File: src/pwd_pkg.sv
// Package for the pulse-width demodulator: widths, payload and event types,
// class bounds, and the helper functions that derive the bounds.
// No dependencies.
package pwd_pkg;

   // Width of every sample count and configuration register.
   localparam int WIDTH_BITS = 20;
   // Signed bound width: holds nominal minus tolerance and nominal plus tolerance.
   localparam int BOUND_BITS = WIDTH_BITS + 2;
   // Configuration register index width.
   localparam int CSR_INDEX_BITS = 3;

   typedef logic [WIDTH_BITS-1:0] width_type;
   typedef logic signed [BOUND_BITS-1:0] bound_type;

   // Larger than any pulse width: stands for a class without an upper limit.
   localparam bound_type BOUND_MAX = {1'b0, {(BOUND_BITS-1){1'b1}}};

   // Event codes on the result channel.
   typedef enum logic [2:0] {
      EV_ZERO = 3'd0,
      EV_ONE  = 3'd1,
      EV_SYNC = 3'd2,
      EV_ROW  = 3'd3,
      EV_EOM  = 3'd4
   } event_kind_type;

   // Configuration register indexes.
   typedef enum logic [CSR_INDEX_BITS-1:0] {
      CSR_SHORT_WIDTH = 3'd0,
      CSR_LONG_WIDTH  = 3'd1,
      CSR_SYNC_WIDTH  = 3'd2,
      CSR_TOLERANCE   = 3'd3,
      CSR_EOM_GAP     = 3'd4,
      CSR_ROW_GAP     = 3'd5
   } csr_index_type;

   // Input transaction payload.
   typedef struct packed {
      width_type pulse_width;
      width_type gap_width;
      logic      final_pulse;
   } req_type;

   // Result transaction payload.
   typedef struct packed {
      event_kind_type event_kind;
      logic           last_of_run;
   } rsp_type;

   // Exclusive class bounds: a pulse p is in a class when lo < p < hi.
   typedef struct packed {
      bound_type one_l;
      bound_type one_u;
      bound_type zero_l;
      bound_type zero_u;
      bound_type sync_l;
      bound_type sync_u;
   } bounds_type;

   // Everything the datapath needs from the register file.
   typedef struct packed {
      bounds_type bounds;
      width_type  eom_gap;
      width_type  row_gap;
   } cfg_type;

   // Zero-extend a sample count into the signed bound width.
   function automatic bound_type ext(input width_type x);
      return bound_type'({2'b00, x});
   endfunction

   // Midpoint threshold: (a + b) / 2 + 1.
   function automatic bound_type mid(input width_type a, input width_type b);
      logic [WIDTH_BITS:0] sum;
      sum = {1'b0, a} + {1'b0, b};
      return bound_type'({2'b00, sum[WIDTH_BITS:1]}) + bound_type'(1);
   endfunction

   // Derive the class bounds from the configured widths.
   function automatic bounds_type make_bounds(input width_type s, input width_type l,
                                              input width_type y, input width_type t);
      bounds_type b;
      bound_type  m_sl;
      bound_type  m_sy;
      bound_type  m_ly;
      m_sl = mid(s, l);
      m_sy = mid(s, y);
      m_ly = mid(l, y);
      b.sync_l = '0;
      b.sync_u = '0;
      if (t != '0) begin
         // Windows of nominal plus or minus the tolerance.
         b.one_l  = ext(s) - ext(t);
         b.one_u  = ext(s) + ext(t);
         b.zero_l = ext(l) - ext(t);
         b.zero_u = ext(l) + ext(t);
         if (y != '0) begin
            b.sync_l = ext(y) - ext(t);
            b.sync_u = ext(y) + ext(t);
         end
      end else if (y == '0) begin
         b.one_l  = '0;
         b.one_u  = m_sl;
         b.zero_l = m_sl - bound_type'(1);
         b.zero_u = BOUND_MAX;
      end else if (y < s) begin
         // Sync below the short pulse.
         b.sync_l = '0;
         b.sync_u = m_sy;
         b.one_l  = m_sy - bound_type'(1);
         b.one_u  = m_sl;
         b.zero_l = m_sl - bound_type'(1);
         b.zero_u = BOUND_MAX;
      end else if (y < l) begin
         // Sync between the short and the long pulse.
         b.one_l  = '0;
         b.one_u  = m_sy;
         b.sync_l = m_sy - bound_type'(1);
         b.sync_u = m_ly;
         b.zero_l = m_ly - bound_type'(1);
         b.zero_u = BOUND_MAX;
      end else begin
         // Sync above the long pulse.
         b.one_l  = '0;
         b.one_u  = m_sl;
         b.zero_l = m_sl - bound_type'(1);
         b.zero_u = m_ly;
         b.sync_l = m_ly - bound_type'(1);
         b.sync_u = BOUND_MAX;
      end
      return b;
   endfunction

endpackage

File: src/pwd_csr.sv
// Configuration registers of the pulse-width demodulator and the registered
// class bounds derived from them. Depends on pwd_pkg.
module pwd_csr (
   input  logic                                clock,
   input  logic                                reset,
   input  logic                                csr_write_en,
   input  logic [pwd_pkg::CSR_INDEX_BITS-1:0]  csr_index,
   input  pwd_pkg::width_type                  csr_wdata,
   output pwd_pkg::cfg_type                    cfg
);

   pwd_pkg::width_type  short_ff, short_in;
   pwd_pkg::width_type  long_ff, long_in;
   pwd_pkg::width_type  sync_ff, sync_in;
   pwd_pkg::width_type  tol_ff, tol_in;
   pwd_pkg::width_type  eom_gap_ff, eom_gap_in;
   pwd_pkg::width_type  row_gap_ff, row_gap_in;
   pwd_pkg::bounds_type bounds_ff, bounds_in;

   // Register write decode; indexes beyond the list are dropped.
   always_comb begin
      short_in   = short_ff;
      long_in    = long_ff;
      sync_in    = sync_ff;
      tol_in     = tol_ff;
      eom_gap_in = eom_gap_ff;
      row_gap_in = row_gap_ff;
      if (csr_write_en) begin
         case (pwd_pkg::csr_index_type'(csr_index))
            pwd_pkg::CSR_SHORT_WIDTH: short_in   = csr_wdata;
            pwd_pkg::CSR_LONG_WIDTH:  long_in    = csr_wdata;
            pwd_pkg::CSR_SYNC_WIDTH:  sync_in    = csr_wdata;
            pwd_pkg::CSR_TOLERANCE:   tol_in     = csr_wdata;
            pwd_pkg::CSR_EOM_GAP:     eom_gap_in = csr_wdata;
            pwd_pkg::CSR_ROW_GAP:     row_gap_in = csr_wdata;
            default: ;
         endcase
      end
   end

   // The bounds follow the register values that take effect at the same edge.
   always_comb begin
      bounds_in = pwd_pkg::make_bounds(short_in, long_in, sync_in, tol_in);
   end

   always_ff @(posedge clock) begin
      if (reset) begin
         short_ff   <= '0;
         long_ff    <= '0;
         sync_ff    <= '0;
         tol_ff     <= '0;
         eom_gap_ff <= '0;
         row_gap_ff <= '0;
         bounds_ff  <= pwd_pkg::make_bounds('0, '0, '0, '0);
      end else begin
         short_ff   <= short_in;
         long_ff    <= long_in;
         sync_ff    <= sync_in;
         tol_ff     <= tol_in;
         eom_gap_ff <= eom_gap_in;
         row_gap_ff <= row_gap_in;
         bounds_ff  <= bounds_in;
      end
   end

   assign cfg.bounds  = bounds_ff;
   assign cfg.eom_gap = eom_gap_ff;
   assign cfg.row_gap = row_gap_ff;

endmodule

File: src/pwm_pulse_width_demodulator_unit.sv
// Top level of the pulse-width demodulator: input register, pulse and gap
// classification, row flags and a two-entry result queue.
// Depends on pwd_pkg and pwd_csr.
//
// Usage:
// - The req channel carries one pulse/gap width pair per transaction. The rsp
//   channel returns zero, one or two events per pair; last_of_run marks the
//   final event of a pair. Both channels use valid/ready.
// - The csr port is a write-only register file (write enable, index, data); the
//   user must write it only while idle; the block does not enforce it.
//   Class bounds update at the write edge; a pair may follow in the next cycle.
// - Path: an accepted pair is held in the input register, classified, and its
//   events are written into the result queue, whose head is offered on rsp.
// - Throughput: one pair per cycle while each pair yields at most one event
//   and the receiver is ready. A pair with two events needs the single result
//   port twice, which can hold up later pairs; the two-entry queue lets the
//   two events of a pair leave back to back.
// - When the receiver stalls, the queue fills and then the input register
//   holds its pair; req_ready drops once the input register holds a pair
//   whose events do not fit into the queue.
// - Reset clears the csr registers, in_valid, the row flags and the queue.
module pwm_pulse_width_demodulator_unit (
   input  logic                               clock,
   input  logic                               reset,
   input  logic                               req_valid,
   output logic                               req_ready,
   input  pwd_pkg::req_type                   req_data,
   output logic                               rsp_valid,
   input  logic                               rsp_ready,
   output pwd_pkg::rsp_type                   rsp_data,
   input  logic                               csr_write_en,
   input  logic [pwd_pkg::CSR_INDEX_BITS-1:0] csr_index,
   input  pwd_pkg::width_type                 csr_wdata
);

   pwd_pkg::cfg_type  cfg;

   pwd_pkg::req_type  in_ff, in_in;
   logic              in_valid_ff, in_valid_in;
   logic              row_open_ff, row_open_in;
   logic              row_has_ff, row_has_in;
   pwd_pkg::rsp_type  q_ff [2];
   pwd_pkg::rsp_type  q_in [2];
   logic [1:0]        q_cnt_ff, q_cnt_in;

   pwd_pkg::bound_type p_ext;
   logic              pulse_ev;
   pwd_pkg::event_kind_type pulse_kind;
   logic              open1, has1;
   logic              gap_eom, gap_row;
   logic              gap_ev;
   logic              open2, has2;
   pwd_pkg::rsp_type  ev0, ev1;
   logic [1:0]        n_ev;
   logic              pop;
   logic [1:0]        cnt_after;
   logic              fits;
   logic              retire;

   pwd_csr u_csr (
      .clock        (clock),
      .reset        (reset),
      .csr_write_en (csr_write_en),
      .csr_index    (csr_index),
      .csr_wdata    (csr_wdata),
      .cfg          (cfg)
   );

   // Pulse classification against the registered bounds.
   always_comb begin
      p_ext      = pwd_pkg::ext(in_ff.pulse_width);
      pulse_ev   = 1'b1;
      pulse_kind = pwd_pkg::EV_ROW;
      open1      = 1'b1;
      has1       = 1'b0;
      if (p_ext > cfg.bounds.one_l && p_ext < cfg.bounds.one_u) begin
         pulse_kind = pwd_pkg::EV_ONE;
         has1       = 1'b1;
      end else if (p_ext > cfg.bounds.zero_l && p_ext < cfg.bounds.zero_u) begin
         pulse_kind = pwd_pkg::EV_ZERO;
         has1       = 1'b1;
      end else if (p_ext > cfg.bounds.sync_l && p_ext < cfg.bounds.sync_u) begin
         pulse_kind = pwd_pkg::EV_SYNC;
      end else if (p_ext <= cfg.bounds.one_l) begin
         // A short spike is ignored and leaves the flags alone.
         pulse_ev = 1'b0;
         open1    = row_open_ff;
         has1     = row_has_ff;
      end
   end

   // Gap check: end of message has priority over a new row.
   always_comb begin
      gap_eom = (in_ff.final_pulse || (in_ff.gap_width > cfg.eom_gap)) && open1;
      gap_row = !gap_eom && (cfg.row_gap != '0) &&
                (in_ff.gap_width > cfg.row_gap) && open1 && has1;
      gap_ev  = gap_eom || gap_row;
      open2   = gap_eom ? 1'b0 : open1;
      has2    = gap_ev ? 1'b0 : has1;
   end

   // Assemble the events of this transaction in order.
   always_comb begin
      ev0.event_kind  = pulse_kind;
      ev0.last_of_run = !gap_ev;
      ev1.event_kind  = gap_eom ? pwd_pkg::EV_EOM : pwd_pkg::EV_ROW;
      ev1.last_of_run = 1'b1;
      n_ev            = {1'b0, pulse_ev} + {1'b0, gap_ev};
      if (!pulse_ev) begin
         ev0 = ev1;
      end
   end

   // Handshake: retire the held transaction when its events fit after this pop.
   always_comb begin
      pop       = (q_cnt_ff != 2'd0) && rsp_ready;
      cnt_after = q_cnt_ff - {1'b0, pop};
      fits      = ({1'b0, cnt_after} + {1'b0, n_ev}) <= 3'd2;
      retire    = in_valid_ff && fits;
      req_ready = !in_valid_ff || retire;
   end

   // Input register and row flags.
   always_comb begin
      in_in       = in_ff;
      in_valid_in = in_valid_ff;
      row_open_in = row_open_ff;
      row_has_in  = row_has_ff;
      if (retire) begin
         in_valid_in = 1'b0;
         row_open_in = open2;
         row_has_in  = has2;
      end
      if (req_valid && req_ready) begin
         in_in       = req_data;
         in_valid_in = 1'b1;
      end
   end

   // Result queue: shift out on a pop, then append the new events.
   always_comb begin
      q_in[0]  = q_ff[0];
      q_in[1]  = q_ff[1];
      q_cnt_in = cnt_after;
      if (pop) begin
         q_in[0] = q_ff[1];
      end
      if (retire) begin
         q_cnt_in = cnt_after + n_ev;
         if (n_ev != 2'd0) begin
            q_in[cnt_after[0]] = ev0;
         end
         if (n_ev == 2'd2) begin
            q_in[1] = ev1;
         end
      end
   end

   always_ff @(posedge clock) begin
      if (reset) begin
         in_valid_ff <= 1'b0;
         row_open_ff <= 1'b0;
         row_has_ff  <= 1'b0;
         q_cnt_ff    <= 2'd0;
      end else begin
         in_valid_ff <= in_valid_in;
         row_open_ff <= row_open_in;
         row_has_ff  <= row_has_in;
         q_cnt_ff    <= q_cnt_in;
      end
   end

   always_ff @(posedge clock) begin
      in_ff   <= in_in;
      q_ff[0] <= q_in[0];
      q_ff[1] <= q_in[1];
   end

   assign rsp_valid = q_cnt_ff != 2'd0;
   assign rsp_data  = q_ff[0];

`ifndef SYNTHESIS
   // A row can only hold bits while it is open.
   a_bits_need_row: assert property (@(posedge clock) disable iff (reset)
      row_has_ff |-> row_open_ff)
      else $error("row_has_bits set without an open row");

   // An end of message closes the row.
   a_eom_closes: assert property (@(posedge clock) disable iff (reset)
      retire && gap_eom |=> !row_open_ff && !row_has_ff)
      else $error("row still open after end of message");

   // With an empty queue a waiting transaction is always retired.
   a_empty_progress: assert property (@(posedge clock) disable iff (reset)
      in_valid_ff && (q_cnt_ff == 2'd0) |-> retire)
      else $error("input stalled with an empty result queue");

   // An event that is not the last of its run always has its partner queued.
   a_run_complete: assert property (@(posedge clock) disable iff (reset)
      rsp_valid && !rsp_data.last_of_run |-> q_cnt_ff == 2'd2)
      else $error("first event of a pair without its second event");
`endif

endmodule
File: config.mk
export PLATFORM = sky130hd
export DESIGN_NAME = pwm_pulse_width_demodulator_unit
export DESIGN_NICKNAME = d
export VERILOG_FILES = /design/src/pwd_pkg.sv /design/src/pwd_csr.sv /design/src/pwm_pulse_width_demodulator_unit.sv
export SDC_FILE = /design/constraint.sdc
export NUM_CORES = 1
export LEC_CHECK = 0
export ABC_AREA = 1
export BUFFER_PORTS_ARGS = -buffer_cell sky130_fd_sc_hd__clkbuf_2
export CELL_PAD_IN_SITES_DETAIL_PLACEMENT = 1
export CELL_PAD_IN_SITES_GLOBAL_PLACEMENT = 1
export CORE_MARGIN = 10
export CORE_UTILIZATION = 43
export CTS_BUF_LIST = sky130_fd_sc_hd__clkbuf_4
export DETAILED_ROUTE_END_ITERATION = 7
export PLACE_DENSITY_LB_ADDON = 0.1
export SYNTH_ARGS = -nofsm -noshare
export SYNTH_HDL_FRONTEND = slang
export SYNTH_SLANG_ARGS = --single-unit
File: constraint.sdc
create_clock -name clock -period 6 [get_ports clock]
set_input_delay 0.6 -clock clock [delete_from_list [all_inputs] [get_ports clock]]
set_output_delay 0.6 -clock clock [all_outputs]
set_load 0.02 [all_outputs]
==> flow_summary.yaml <==
outcome:
  status: "finished, final reports clean"
clocking:
  cts_buffer_depth: 3
  clk_pin_slew_ns: 0.08
  clock-sinks: 303
  worstSkewPairLatency_ns: 0.87
  cts_buffers: 89
  cts_tree: "yes"
  root_buffer: "clkbuf_4"
  htree_levels: 3
floorplan:
  num_rows: 95
  die_area_mm2: 0.0784
  core_mm2: 0.0672
  start_util: 0.433
  dieHeight_um: 280
  io_pins: 75
  die_w_um: 280
cells_and_area:
  nets: 4985
  seqCellArea_mm2: 0.00652
  fill_cells: 8826
  area_delta_synth_final_pct: 12.8
  final_cells: 5473
  post-route-util: 0.488
  multi_input_area_mm2: 0.0196
  final_area_mm2: 0.0328
  drive_above_1_share: 0.149
route:
  vias: 30900
  ant_nets: 0
  drtIter0Drc: 2651
  firstDrtPassIters: 5
  drcViolationCount: 0
  via_per_inst: 5.64
  drt_wl_total_mm: 131
  wl_per_cell_um: 24.0
place:
  dpl-instance-area_mm2: 0.0310
  portBuffers: 74
  gp_congestion: 0.997
  placedCellCount: 5258
  place_hpwl_mm: 107
  dp_slack_ns: 0.260
timing:
  period_needed_ns: 5.74
  setup_ws_ns: 0.263
  timing.hold.ws_ns: 0.136
  setup_viol: 0
  fmax_ghz: 0.174
  slew_headroom: 0.428
  hold_viol_final: 0
  period_share: 0.956
  worstMarginPinSlew_ns: 0.845
  skew_ns: 0.0921
  drv_slew: 0
  totalNegativeSetupSlack_ns: 0
setup_path:
  arrival_ns: 5.14
  crit_family: "compound AO/OA/AOI/OAI gates"
  cpPeakStageDelay_ns: 0.48
  worstSetupPathType: "reg2out"
  crit_required_ns: 5.40
  cp-end-kind: "primary output"
  worst_setup_path_start_kind: "flip-flop"
  crit_top_cell: "nand2_2"
  slowest_stage: "fa_1"
  path_buf_inv: 5
  crit_chain: "buf_6, ha_1, a21oi_1, o211ai_1, a21oi_2, nor3_2, o21ai_1, a21oi_1, o21ai_0, o2111ai_2, nand2_2, nor2_4, nand2_2, nand2_2, inv_1, a21oi_2, inv_1, ha_1, ha_2, fa_1, a21oi_2, inv_2, nand2_2, buf_6"
  cp_max_fo: 5
synth:
  yosysSeqAreaShare: 0.224
  synthTopCellsByArea: "dfxtp_1 18%, ha_1 16%, nand2_1 9.8%, inv_1 8.3%, a21oi_1 8.1%"
  yosysUniqueCellTypes: 67
  syn_area_mm2: 0.0291
  synth_most_common_cell: "nand2_1"
  async_flop_share: 0
  syn_nets: 4753
  avgSynthCellArea_um2: 6.77
  yosysWarnings: 0
  yosysTopAreaCellShare: 0.178
  yosys.area.top_type: "dfxtp_1"
  synth_flop_cell: "dfxtp_1"
  synth_cells: 4299
  ys_ff_latch: 303
  synth_common_cells: "761 x nand2_1, 646 x inv_1, 472 x a21oi_1"
  synth_edf_count: 45
global_route:
  overflow: 0
  grt_pass1_vias: 30800
  grt_max_degree: 92
  grt_pass1_wl_mm: 194
  grt_use_total: 0.329
  antenna_found_initial: 10
power:
  powerDensity_mw_per_mm2: 269
  p_leak_nw: 16.5
  ir_drop_mv: 0.147
  power_mw: 8.84
worst_hold_path:
  hp-class: "in2reg"
flow_run:
  drv_cap: 0
[where the power goes]
group	leakage [nW]	switching (mW)	internal [mW]	total [mW]
registers	2.55	0.178	2.39	2.57
logic	13.2	2.88	1.36	4.24
clock network	0.658	1.05	0.981	2.03
[kinds of logic after synthesis]
| group | share of synthesized area |
|---|---|
| xor gates and xnor gates | 0.0347 |
| adders and majority gates | 0.167 |
| DFF | 0.224 |
| buffers and inverters | 0.108 |
| and+or+nand+nor | 0.279 |
| AOI/OAI and AO/OA | 0.187 |
[flip-flops by register name, summed over array words and instances, names as in the netlist]
| register | flops |
|---|---|
| u_csr.tol_ff | 20 |
| u_csr.row_gap_ff | 20 |
| u_csr.cfg | 129 |
| q_cnt_ff | 2 |
| in_valid_ff | 1 |
| u_csr.short_ff | 20 |
| q_ff | 8 |
| u_csr.long_ff | 20 |
| u_csr.sync_ff | 20 |
| in_ff | 41 |
| row_has_ff | 1 |
| row_open_ff | 1 |
| u_csr.eom_gap_ff | 20 |
[timing repair]
item / 4_1_cts / 5_1_grt
hold buffers: 42 / 0
gates resized for setup: 12 / 24
hold endpoints to repair: 42 / 0
endpoints found under the setup margin: 1 / 1
setup buffers: 3 / 10
pin swaps: 4 / 13
[cells in the final DEF, fill, tap and decap left out, types with 76 or more instances in the layout]
cell type  instances
buf_4            137
clkbuf_4         127
nor2_1           316
ha_1             374
nand2_2          100
nand2_1          757
xor2_1            82
a21oi_1          467
nand3_1          255
o21ai_0          275
nand4_1           76
dfxtp_1          258
inv_1            643
[per-layer routing]
layer / global-route usage / wire [um] / up-vias
met5: 0 / 22 / -
met4: 0.165 / 7220 / 4
met3: 0.0589 / 10100 / 282
met2: 0.506 / 56100 / 1123
met1: 0.434 / 57800 / 14700
li1: - / - / 14700
[layout make-up]
| type | count | area share |
|---|---|---|
| sequential | 303 | 0.199 |
| tap | 873 | 0.0333 |
| clock inverter | 31 | 0.00465 |
| inverter | 693 | 0.0794 |
| timing repair buffer | 257 | 0.0580 |
| antenna | 2 | 0.000153 |
| clock buffer | 127 | 0.0291 |
| multi-input combinational | 3187 | 0.597 |
[worst reg2reg max path: cells and delay by family (launching register included)]
| kind | cells | cell delay, ns |
|---|---|---|
| and+or+nand+nor | 9 | 1.46 |
| DFF | 1 | 0.42 |
| AOI/OAI and AO/OA | 10 | 1.47 |
| adders and majority gates | 4 | 1.25 |
| buffers and inverters | 5 | 0.60 |
[final timing paths]
path | from | to | slack, ns | depth (start not counted)
hold / removal | csr_wdata[0] | u_csr.tol_ff[0] | 0.14 | 3
setup reg to reg | in_ff[23] | q_ff[0][3] | 0.71 | 28
setup / recovery | in_ff[23] | req_ready | 0.26 | 24
hold reg to reg | u_csr.eom_gap_ff[14] | u_csr.eom_gap_ff[14] | 0.46 | 2
No activity file was read; power rests on OpenSTA's default activity.
